$ cat src/hbt_pkg.sv
// ============================================================================
// Hilditch thinning package
// Shared types, codes and the connectivity function for the thinning engine.
// ============================================================================
package hbt_pkg;

    // Item kinds carried in tuser
    localparam logic [1:0] KIND_WRITE = 2'd0;
    localparam logic [1:0] KIND_RUN   = 2'd1;
    localparam logic [1:0] KIND_READ  = 2'd2;

    localparam logic [7:0] PIX_FG   = 8'd255;
    localparam logic [7:0] PIX_MARK = 8'd128;
    localparam logic [7:0] PIX_BG   = 8'd0;

    // Register indexes on the configuration port
    localparam logic REG_WIDTH  = 1'b0;
    localparam logic REG_HEIGHT = 1'b1;

    // Neighbour offsets: centre, then east and anticlockwise
    localparam logic signed [1:0] NB_DX [9] = '{2'sd0, 2'sd1, 2'sd1, 2'sd0, -2'sd1,
                                                 -2'sd1, -2'sd1, 2'sd0, 2'sd1};
    localparam logic signed [1:0] NB_DY [9] = '{2'sd0, 2'sd0, -2'sd1, -2'sd1, -2'sd1,
                                                 2'sd0, 2'sd1, 2'sd1, 2'sd1};

    // One neighbourhood value: foreground (1) or marked in this pass (-1)
    typedef struct packed {
        logic fg;
        logic mk;
    } t_nb;

    typedef enum logic [2:0] {
        S_IDLE,
        S_RDOUT,
        S_NB,
        S_EVAL,
        S_CLR_RD,
        S_CLR_WR,
        S_DONE
    } t_state;

    // True when the 8-connectivity number is one. occ[i] is neighbour i+1.
    function automatic logic conn_is_one(input logic [7:0] occ);
        logic [2:0] total;
        logic       a, b, c;
        total = 3'd0;
        for (int k = 0; k < 8; k += 2) begin
            a = ~occ[k];
            b = ~occ[k + 1];
            c = ~occ[(k + 2) % 8];
            total = total + {2'b00, a & ~(b & c)};
        end
        return total == 3'd1;
    endfunction

endpackage

$ cat src/hbt_eval.sv
// ============================================================================
// Hilditch pixel test
// Decides from a 3x3 neighbourhood whether the centre pixel is marked.
// ============================================================================
module hbt_eval
    import hbt_pkg::*;
(
    input  t_nb [8:0] i_nb,
    output logic      o_mark
);

    logic [7:0] occ;
    logic [7:0] neg;
    logic [7:0] fgv;
    logic [7:0] ok_each;
    logic       border;
    logic       abs_two;

    always_comb begin
        for (int i = 0; i < 8; i++) begin
            occ[i] = i_nb[i + 1].fg | i_nb[i + 1].mk;
            neg[i] = i_nb[i + 1].mk;
            fgv[i] = i_nb[i + 1].fg;
        end
        border  = ~occ[0] | ~occ[2] | ~occ[4] | ~occ[6];
        abs_two = $countones(occ) >= 2;
        // Removing any one marked neighbour must keep the connectivity at one.
        for (int i = 0; i < 8; i++) begin
            ok_each[i] = ~neg[i] | conn_is_one(occ & ~(8'd1 << i));
        end
        o_mark = i_nb[0].fg & border & abs_two & (|fgv) & conn_is_one(occ) & (&ok_each);
    end

endmodule

$ cat config.mk
export PLATFORM = sky130hd
export DESIGN_NAME = hbt_eval
export DESIGN_NICKNAME = d
export VERILOG_FILES = /design/src/hbt_pkg.sv /design/src/hbt_eval.sv
export SDC_FILE = /design/constraint.sdc
export NUM_CORES = 1
export LEC_CHECK = 0
export BUFFER_PORTS_ARGS = -buffer_cell sky130_fd_sc_hd__buf_4
export CORE_MARGIN = 2
export CORE_UTILIZATION = 50
export DETAILED_ROUTE_END_ITERATION = 6
export GPL_TIMING_DRIVEN = 0
export MAX_ROUTING_LAYER = met4
export PLACE_DENSITY = 0.83
export RECOVER_POWER = 25
export SLEW_MARGIN = 25
export SYNTH_ARGS = -nofsm -noshare
export SYNTH_HDL_FRONTEND = slang
export SYNTH_SLANG_ARGS = --single-unit
$ cat constraint.sdc
create_clock -name vclk -period 6.4
set_input_delay 1.28 -clock vclk [all_inputs]
set_output_delay 1.28 -clock vclk [all_outputs]
set_load 0.01 [all_outputs]
**Word-level counts from Yosys, hierarchy flattened**

Index checks and enable logic that the tools add are counted.

- Register bits after elaboration: 0
- Logic and storage cells: 102

- Equal/unequal tests: 9
- Bitwise logic cells: 60
- Reductions and logical operators: 2
- Magnitude comparators: 1
- Add/subtract/negate cells: 30

Operators with widths:

| cell | count |
|---|---|
| adder 3 x 1 -> 3 bit | 12 |
| equality test 3 x 1 -> 1 bit, second input constant | 9 |
| bitwise AND 1 bit | 21 |
| adder 1 x 1 -> 2 bit | 10 |
| inverter 1 bit | 20 |
| OR 1 bit | 19 |
| adder 2 x 1 -> 3 bit | 5 |
| AND reduction 8 bit | 1 |
| OR reduction 8 bit | 1 |
| adder 2 x 2 -> 3 bit | 2 |
| adder 3 x 3 -> 4 bit | 1 |
| >= comparator 4 x 2 -> 1 bit, second input constant | 1 |

**Longest topological paths before layout**

Gate-level depths: netlist of run 1.

- Depth after elaboration: 12
- Gate-level depth with buffers: 13
- Mapped depth without buffers: 13

**Worst setup path after synthesis of run 1**

Ideal clock, no wire load.

- Path type: input to output
- Start: in i_nb[3] (netlist name)
- End: out o_mark
- Setup slack: 0.735 ns
- Stages: 12
- Arrival: 4.385 ns
- Path buffers: 0
- Cells stage by stage: nor2_1 inv_1 fa_1 fa_1 inv_1 fa_1 inv_1 ha_1 inv_1 fa_1 a21o_1 a2111oi_2

- Longest elaborated chain between the ends: 10
- Elaborated cells on any way between the ends: 58

RTL lines:

| what | line | RTL |
|---|---|---|
| from (decl) | hbt_eval.sv:8 | `input t_nb [8:0] i_nb,` |
| OR 1 bit | hbt_eval.sv:21 | `occ[i] = i_nb[i + 1].fg \| i_nb[i + 1].mk;` |
| inverter 1 bit | - |  |
| bitwise AND 1 bit / OR 1 bit (equally long branches) | hbt_pkg.sv:51, hbt_eval.sv:25 |  |
| adder 1 x 1 -> 2 bit (tied with other cells) | hbt_pkg.sv:51 | `total = total + {2'b00, a & ~(b & c)};` |
| adder 3 x 1 -> 3 bit (tied with other cells) | hbt_pkg.sv:51 |  |
| adder 3 x 1 -> 3 bit / bitwise AND 1 bit (equally long branches) | hbt_pkg.sv:51, hbt_eval.sv:31 |  |
| equality test 3 x 1 -> 1 bit / bitwise AND 1 bit (equally long branches) | hbt_pkg.sv:53, hbt_eval.sv:31 |  |
| OR 1 bit / bitwise AND 1 bit (equally long branches) | hbt_eval.sv:29, hbt_eval.sv:31 |  |
| AND reduction 8 bit / bitwise AND 1 bit (equally long branches) | hbt_eval.sv:31 | `o_mark = i_nb[0].fg & border & abs_two & (\|fgv) & conn_is_one(occ) & (&ok_each);` |
| bitwise AND 1 bit * | hbt_eval.sv:31 |  |
| to (decl) | hbt_eval.sv:9 | `output logic o_mark` |

Every way passes the cells marked *; elsewhere a longest branch is shown, timed or not.

**Worst setup path after layout of run 1**

Same ends and word-level chain as after synthesis.

==> results of run 1 <==
[synthesized netlist by cell type]
cell type,number
o21ai_0,2
ha_1,20
a22oi_1,3
nand3_1,1
or3b_2,4
a21o_1,1
o31ai_1,2
nand2b_1,2
or2_2,1
inv_1,28
nand4_1,1
a2111oi_2,2
or3b_1,1
nor4_1,3
nor2_1,12
a2111oi_0,1
nand2_1,7
nor3_1,2
fa_1,14
[through the flow]
stage / instances / hold WS, ns
after floorplan: 107 / 2.72
after global placement: 150 / 2.97
after detailed placement: 150 / 2.97
after CTS: 150 / 2.98
after global routing: 150 / 2.99
final: 150 / 2.96
[report_power, final]
group	switching [uW]	internal (uW)
Combinational	49.7	43.7
Sequential	0	0
Clock	0	0
Total	49.7	43.7
[cells in the final DEF, fill, tap and decap left out, types with 2 or more instances in the layout]
master     count
buf_4         17
inv_1         28
a2111oi_2      2
or3b_2         4
ha_1          20
o31ai_1        2
nor2_1        12
a22oi_1        3
nand2_1        7
fa_1          14
nand2b_1       2
nor4_1         3
[logic make-up after synthesis]
kind of cell	share of synthesized area (%)
adder cells (fa/ha/maj)	58.7
AND/OR/NAND/NOR	19.3
buffers and inverters	11.6
AO/OA/AOI/OAI	10.4
[worst max path at each step]
stage	start	end	cells after the start
floorplan	i_nb[3]	o_mark	12
finish	i_nb[3]	o_mark	14
global placement	i_nb[3]	o_mark	13
global route	i_nb[3]	o_mark	14
detailed placement	i_nb[3]	o_mark	13
CTS	i_nb[3]	o_mark	13
[worst max-delay path, delay by kind of cell]
kind | cells | cell delay, ns
fa+ha+maj | 5 | 2.01
buf+inv | 6 | 0.65
compound gates | 2 | 0.58
simple gates | 1 | 0.35
[routing by layer]
metal  wire length (um)  vias to the layer above  part of all wire (%)
li1                   -                      385                     -
met2                990                       26                    51
met3                 51                        6                   2.6
met5                  0                        -                     0
met1                846                      381                    44
met4                 47                        0                   2.4
[final cells by class]
cell class | count | area (um2) | share of cell area (%)
Multi-Input combinational cell | 79 | 803 | 75.0
Timing Repair Buffer | 18 | 131 | 12.3
Inverter | 28 | 105 | 9.81
Tap cell | 25 | 31.3 | 2.92
[timing repair]
action,4_1_cts,5_1_grt
gates resized for setup,0,1
endpoints found under the setup margin,0,1
hold buffers,0,0
==> key figures, run 1 <==
Status
  • Status: complete, no violations

Detailed routing
  • DR pass1 iterations: 4
  • Post-Route WL: 1940 um
  • DR vias/cell: 5.32
  • WL/cell: 12.9 um
  • DR iter-0 viols: 17
  • Residual DRC: 0
  • Antenna viol nets, final: 0
  • Vias: 798

Timing
  • Minimum clock period: 6.17 ns
  • Final Hold Violating Endpoints: 0
  • Max_slew headroom: 55.3%
  • Final cycle utilization of the critical path: 96.3%
  • Worst Tran Pin Value: 0.667 ns
  • RSZ-0062 raised after global routing: no
  • Setup TNS: 0 ns
  • Max Fclk: 0.162 GHz
  • Worst Setup Slack, final: 0.235 ns
  • Setup violations, final: 0
  • Final slew viol count: 0

Logic synthesis
  • Yosys top cell by area: fa_1
  • Post-synthesis sequential area ratio: 0%
  • Syn_nets: 159
  • Post-Syn Area: 903 um2
  • Syn Area/Cell: 8.44 um2
  • Top cell type's share of synthesized area: 31.0%
  • Post-Syn Instances: 107
  • Synth top area cells: fa_1, ha_1, inv_1
  • Synth unique cells: 19
  • Ys Warns: 0

Global route
  • Largest net degree at the start of global routing: 7
  • M2 GR Usage: 37.2%
  • Met3 Usage GRT: 0%
  • First-pass GRT wire length: 3320 um
  • Initial antenna violation count: 0
  • GRT Total Usage: 21.7%
  • GRT overflow: 0
  • Met1 Use GR: 28.5%
  • Busiest layer in global routing: met2
  • Number of global-route vias before repair: 814

Place
  • IO buf count: 18
  • Area post-placement: 0.00107 mm2
  • Placer Congestion: 0.846
  • Dpl hpwl: 1730 um
  • Worst slack at placement: 0.140 ns

Worst setup path
  • Nature of the critical path endpoint: output pin
  • Cell type of the slowest stage on the worst timing path: fa_1
  • CP required: 5.12 ns
  • CP arrival: 4.89 ns
  • Max incr delay on CP: 0.52 ns
  • Critical Path, Cell by Cell: buf_4 > nor2_1 > inv_1 > fa_1 > fa_1 > inv_1 > fa_1 > inv_1 > ha_1 > inv_1 > fa_1 > a21o_1 > a2111oi_2 > clkbuf_1
  • Element type at the critical path start: input pin
  • Critical path class: input pin to output pin
  • Max Fanout on Critical Path: 6

Floorplan
  • Die width: 46.5 um
  • Starting Density: 52.9%
  • Row count: 15
  • Die height: 46.5 um
  • Core area: 0.00171 mm2
  • Die area: 0.00216 mm2
  • I/O pin count: 19

Final layout
  • # fillers: 151
  • Num sequential: 0
  • Reg area: 0 um2
  • Final instance area: 0.00107 mm2
  • Fin util: 62.7%
  • Final-layout clock buffer total: 0
  • Share of layout cells above drive strength 1: 20.0%
  • Synth-to-Final Area Change: 18.6%
  • Nets: 179
  • Antenna cells: 0

Hold path
  • HP Class: input pin to output pin
  • Worst Hold End: o_mark
  • HP Start: i_nb[12]
  • Hold Crit Depth: 5

Power
  • Leakage: 0.000577 uW
  • Total Power: 93.3 uW
  • PwrDens: 87.2 mW/mm2
  • Peak supply drop: 55.2 uV

Job
  • Max-cap violations: 0

CTS
  • Post-CTS setup buffer count: 0
No activity file was read; power rests on OpenSTA's default activity.
==> inputs of run 2 (changes only) <==
ABC_AREA = 1   (was unset)
PLACE_DENSITY = 0.82   (was 0.83)
==> key figures, run 2 <==
Final layout
  • Synth-to-Final Area Change: 16.8% (was 18.6%)
  • Share of layout cells above drive strength 1: 15.5% (was 20.0%)
  • Antenna cells: 0 (unchanged)
  • Most frequent cells in the layout: inv_1, nand2_1, ha_1, buf_4, nor2_1 (was inv_1, ha_1, buf_4, fa_1, nor2_1)
  • Final-layout clock buffer total: 0 (unchanged)
  • Most common cell after layout, fill and taps aside: inv_1 (unchanged)
  • Reg area: 0 um2 (unchanged)
  • Nets: 215 (was 179)
  • Num sequential: 0 (unchanged)

Detailed routing
  • DR pass1 iterations: 5 (was 4)
  • DR top layer: met3 (was met4)
  • Wl on met1: 863 um (was 846 um)
  • WL/cell: 10.5 um (was 12.9 um)
  • Routed wl met2: 1030 um (was 990 um)
  • Vias: 884 (was 798)
  • Antenna viol nets, final: 0 (unchanged)
  • WL met3: 85 um (was 51 um)
  • DR iter-0 viols: 16 (was 17)
  • DR vias/cell: 4.70 (was 5.32)
  • Post-Route WL: 1980 um (was 1940 um)
  • Residual DRC: 0 (unchanged)

Global route
  • Largest net degree at the start of global routing: 7 (unchanged)
  • Number of global-route vias before repair: 912 (was 814)
  • GRT overflow: 0 (unchanged)
  • First-pass GRT wire length: 3640 um (was 3320 um)
  • Initial antenna violation count: 0 (unchanged)
  • GRT Total Usage: 19.0% (was 21.7%)

Worst setup path
  • Element type at the critical path start: input pin (unchanged)
  • Critical path class: input pin to output pin (unchanged)
  • Max incr delay on CP: 0.51 ns (was 0.52 ns)
  • Cell type of the slowest stage on the worst timing path: fa_1 (unchanged)
  • Critical Path, Cell by Cell: buf_4 > nor2_4 > inv_1 > fa_1 > fa_1 > inv_1 > fa_1 > inv_1 > ha_1 > inv_1 > fa_1 > o21a_1 > nand2_1 > nand3_1 > nor2_1 > buf_4 (was buf_4 > nor2_1 > inv_1 > fa_1 > fa_1 > inv_1 > fa_1 > inv_1 > ha_1 > inv_1 > fa_1 > a21o_1 > a2111oi_2 > clkbuf_1)
  • Nature of the critical path endpoint: output pin (unchanged)
  • Max Fanout on Critical Path: 6 (unchanged)
  • CP required: 5.12 ns (about the same)
  • CP Launch Point: i_nb[3] (unchanged)
  • CP arrival: 4.47 ns (was 4.89 ns)

Logic synthesis
  • Ys Warns: 0 (unchanged)
  • Synth top area cells: fa_1, ha_1, inv_1 (unchanged)
  • Post-Syn Instances: 143 (was 107)
  • Syn Area/Cell: 7.02 um2 (was 8.44 um2)
  • Top cell type's share of synthesized area: 27.9% (was 31.0%)
  • Post-Syn Area: 0.00100 mm2 (was 903 um2)
  • Post-synth top cells: inv_1, nand2_1, ha_1 (was inv_1, ha_1, fa_1)
  • Syn_nets: 195 (was 159)
  • Synth unique cells: 12 (was 19)
  • Post-synthesis sequential area ratio: 0% (unchanged)
  • Yosys top cell by area: fa_1 (unchanged)
  • Top-count cell post-synth: inv_1 (unchanged)

Place
  • Placer Congestion: 0.887 (was 0.846)
  • IO buf count: 18 (unchanged)
  • Dpl hpwl: 1830 um (was 1730 um)

Timing
  • Setup TNS: 0 ns (unchanged)
  • Worst Tran Pin Value: 0.689 ns (was 0.667 ns)
  • Setup violations, final: 0 (unchanged)
  • RSZ-0062 raised after global routing: no (unchanged)
  • Final slew viol count: 0 (unchanged)
  • Final cycle utilization of the critical path: 89.8% (was 96.3%)
  • Final Hold Violating Endpoints: 0 (unchanged)
  • Max_slew headroom: 53.9% (was 55.3%)
  • Minimum clock period: 5.75 ns (was 6.17 ns)
  • Max Fclk: 0.174 GHz (was 0.162 GHz)
  • Hold Slack: 3.00 ns (was 2.96 ns)

CTS
  • Hold_buf cts: 0 (unchanged)
  • Post_cts resized: 0 (unchanged)
  • Post-CTS setup buffer count: 0 (unchanged)

Power
  • Net Sw Power: 54.8 uW (was 49.7 uW)
  • Leakage: 0.000674 uW (was 0.000577 uW)
  • Int Power: 43.0 uW (was 43.7 uW)
  • Clock Power Share: 0% (about the same)
  • Comb power frac: 100.0% (about the same)
  • Peak supply drop: 47.8 uV (was 55.2 uV)
  • PwrDens: 83.4 mW/mm2 (was 87.2 mW/mm2)
  • Sequential share of power: 0% (about the same)
  • Switch share: 56.0% (was 53.2%)

Floorplan
  • Die width: 48.8 um (was 46.5 um)
  • Starting Density: 52.2% (was 52.9%)
  • Die height: 48.8 um (was 46.5 um)
  • I/O pin count: 19 (unchanged)
  • Die area: 0.00238 mm2 (was 0.00216 mm2)
  • Row count: 16 (was 15)
  • Core area: 0.00192 mm2 (was 0.00171 mm2)

Hold path
  • HP Start: i_nb[10] (was i_nb[12])
  • Worst Hold End: o_mark (unchanged)
  • HP Class: input pin to output pin (unchanged)
  • Hold Crit Depth: 5 (unchanged)

Job
  • Max-cap violations: 0 (unchanged)

Status
  • Status: complete, no violations (unchanged)
## run 2: changes by cell type in the layout (fill, tap and decap cells not counted), sizes merged, moves of 5 or more
| cell | before | now |
|---|---|---|
| nor2 | 12 | 23 |
| inv | 28 | 42 |
| nand3 | 1 | 7 |
| or3b | 5 | 0 |
| nand2 | 7 | 29 |
## run 2: worst max-delay path by stage
stage / end / slack [ns]
final: o_mark / 0.65
after floorplan: o_mark / 0.99
after global placement: o_mark / 0.66
after detailed placement: o_mark / 0.67
after global routing: o_mark / 0.39
after CTS: o_mark / 0.66
## run 2: cell families after synthesis
group / share of synthesized area (%)
AO/OA/AOI/OAI: 3.24
adder cells (fa/ha/maj): 52.9
buffers and inverters: 15.7
AND/OR/NAND/NOR: 28.2
## run 2: final cells by class
class / instances / area, um2
repair buffers: 18 / 135
fillers: 185 / 749
well taps: 27 / 33.8
inverters: 42 / 158
multi-input cells: 101 / 846
## run 2: critical path: cells and delay by family
kind / cells / cell delay (ns)
adders and majority gates: 5 / 2.09
buffers and inverters: 6 / 0.53
and+or+nand+nor: 4 / 0.44
AOI/OAI and AO/OA: 1 / 0.11
## run 2: layer usage
layer  global-route usage (%)  up-vias
met5                        -        -
met3                     1.84        0
li1                         -      454
met2                     34.5       24
met1                     23.6      406
met4                     2.38        0
## run 2: through the flow
stage                     setup slack, ns  instances  power, uW  cell area (um2)  util [%]
final                               0.654        188       97.7             1170      61.0
after global placement              0.660        188       91.2             1170      61.0
after floorplan                     0.995        143       69.2             1000         -
after detailed placement            0.669        188       97.7             1170      61.0
after CTS                           0.659        188       98.4             1170      61.0
after global routing                0.388        188        116             1170      61.0
## run 2: power groups by stage
stage	Combinational (uW)	Clock [uW]	Sequential, uW
2_1_floorplan	69.2	0	0
5_1_grt	116	0	0
6_report	97.7	0	0
3_3_place_gp	91.2	0	0
4_1_cts	98.4	0	0
3_5_place_dp	97.7	0	0
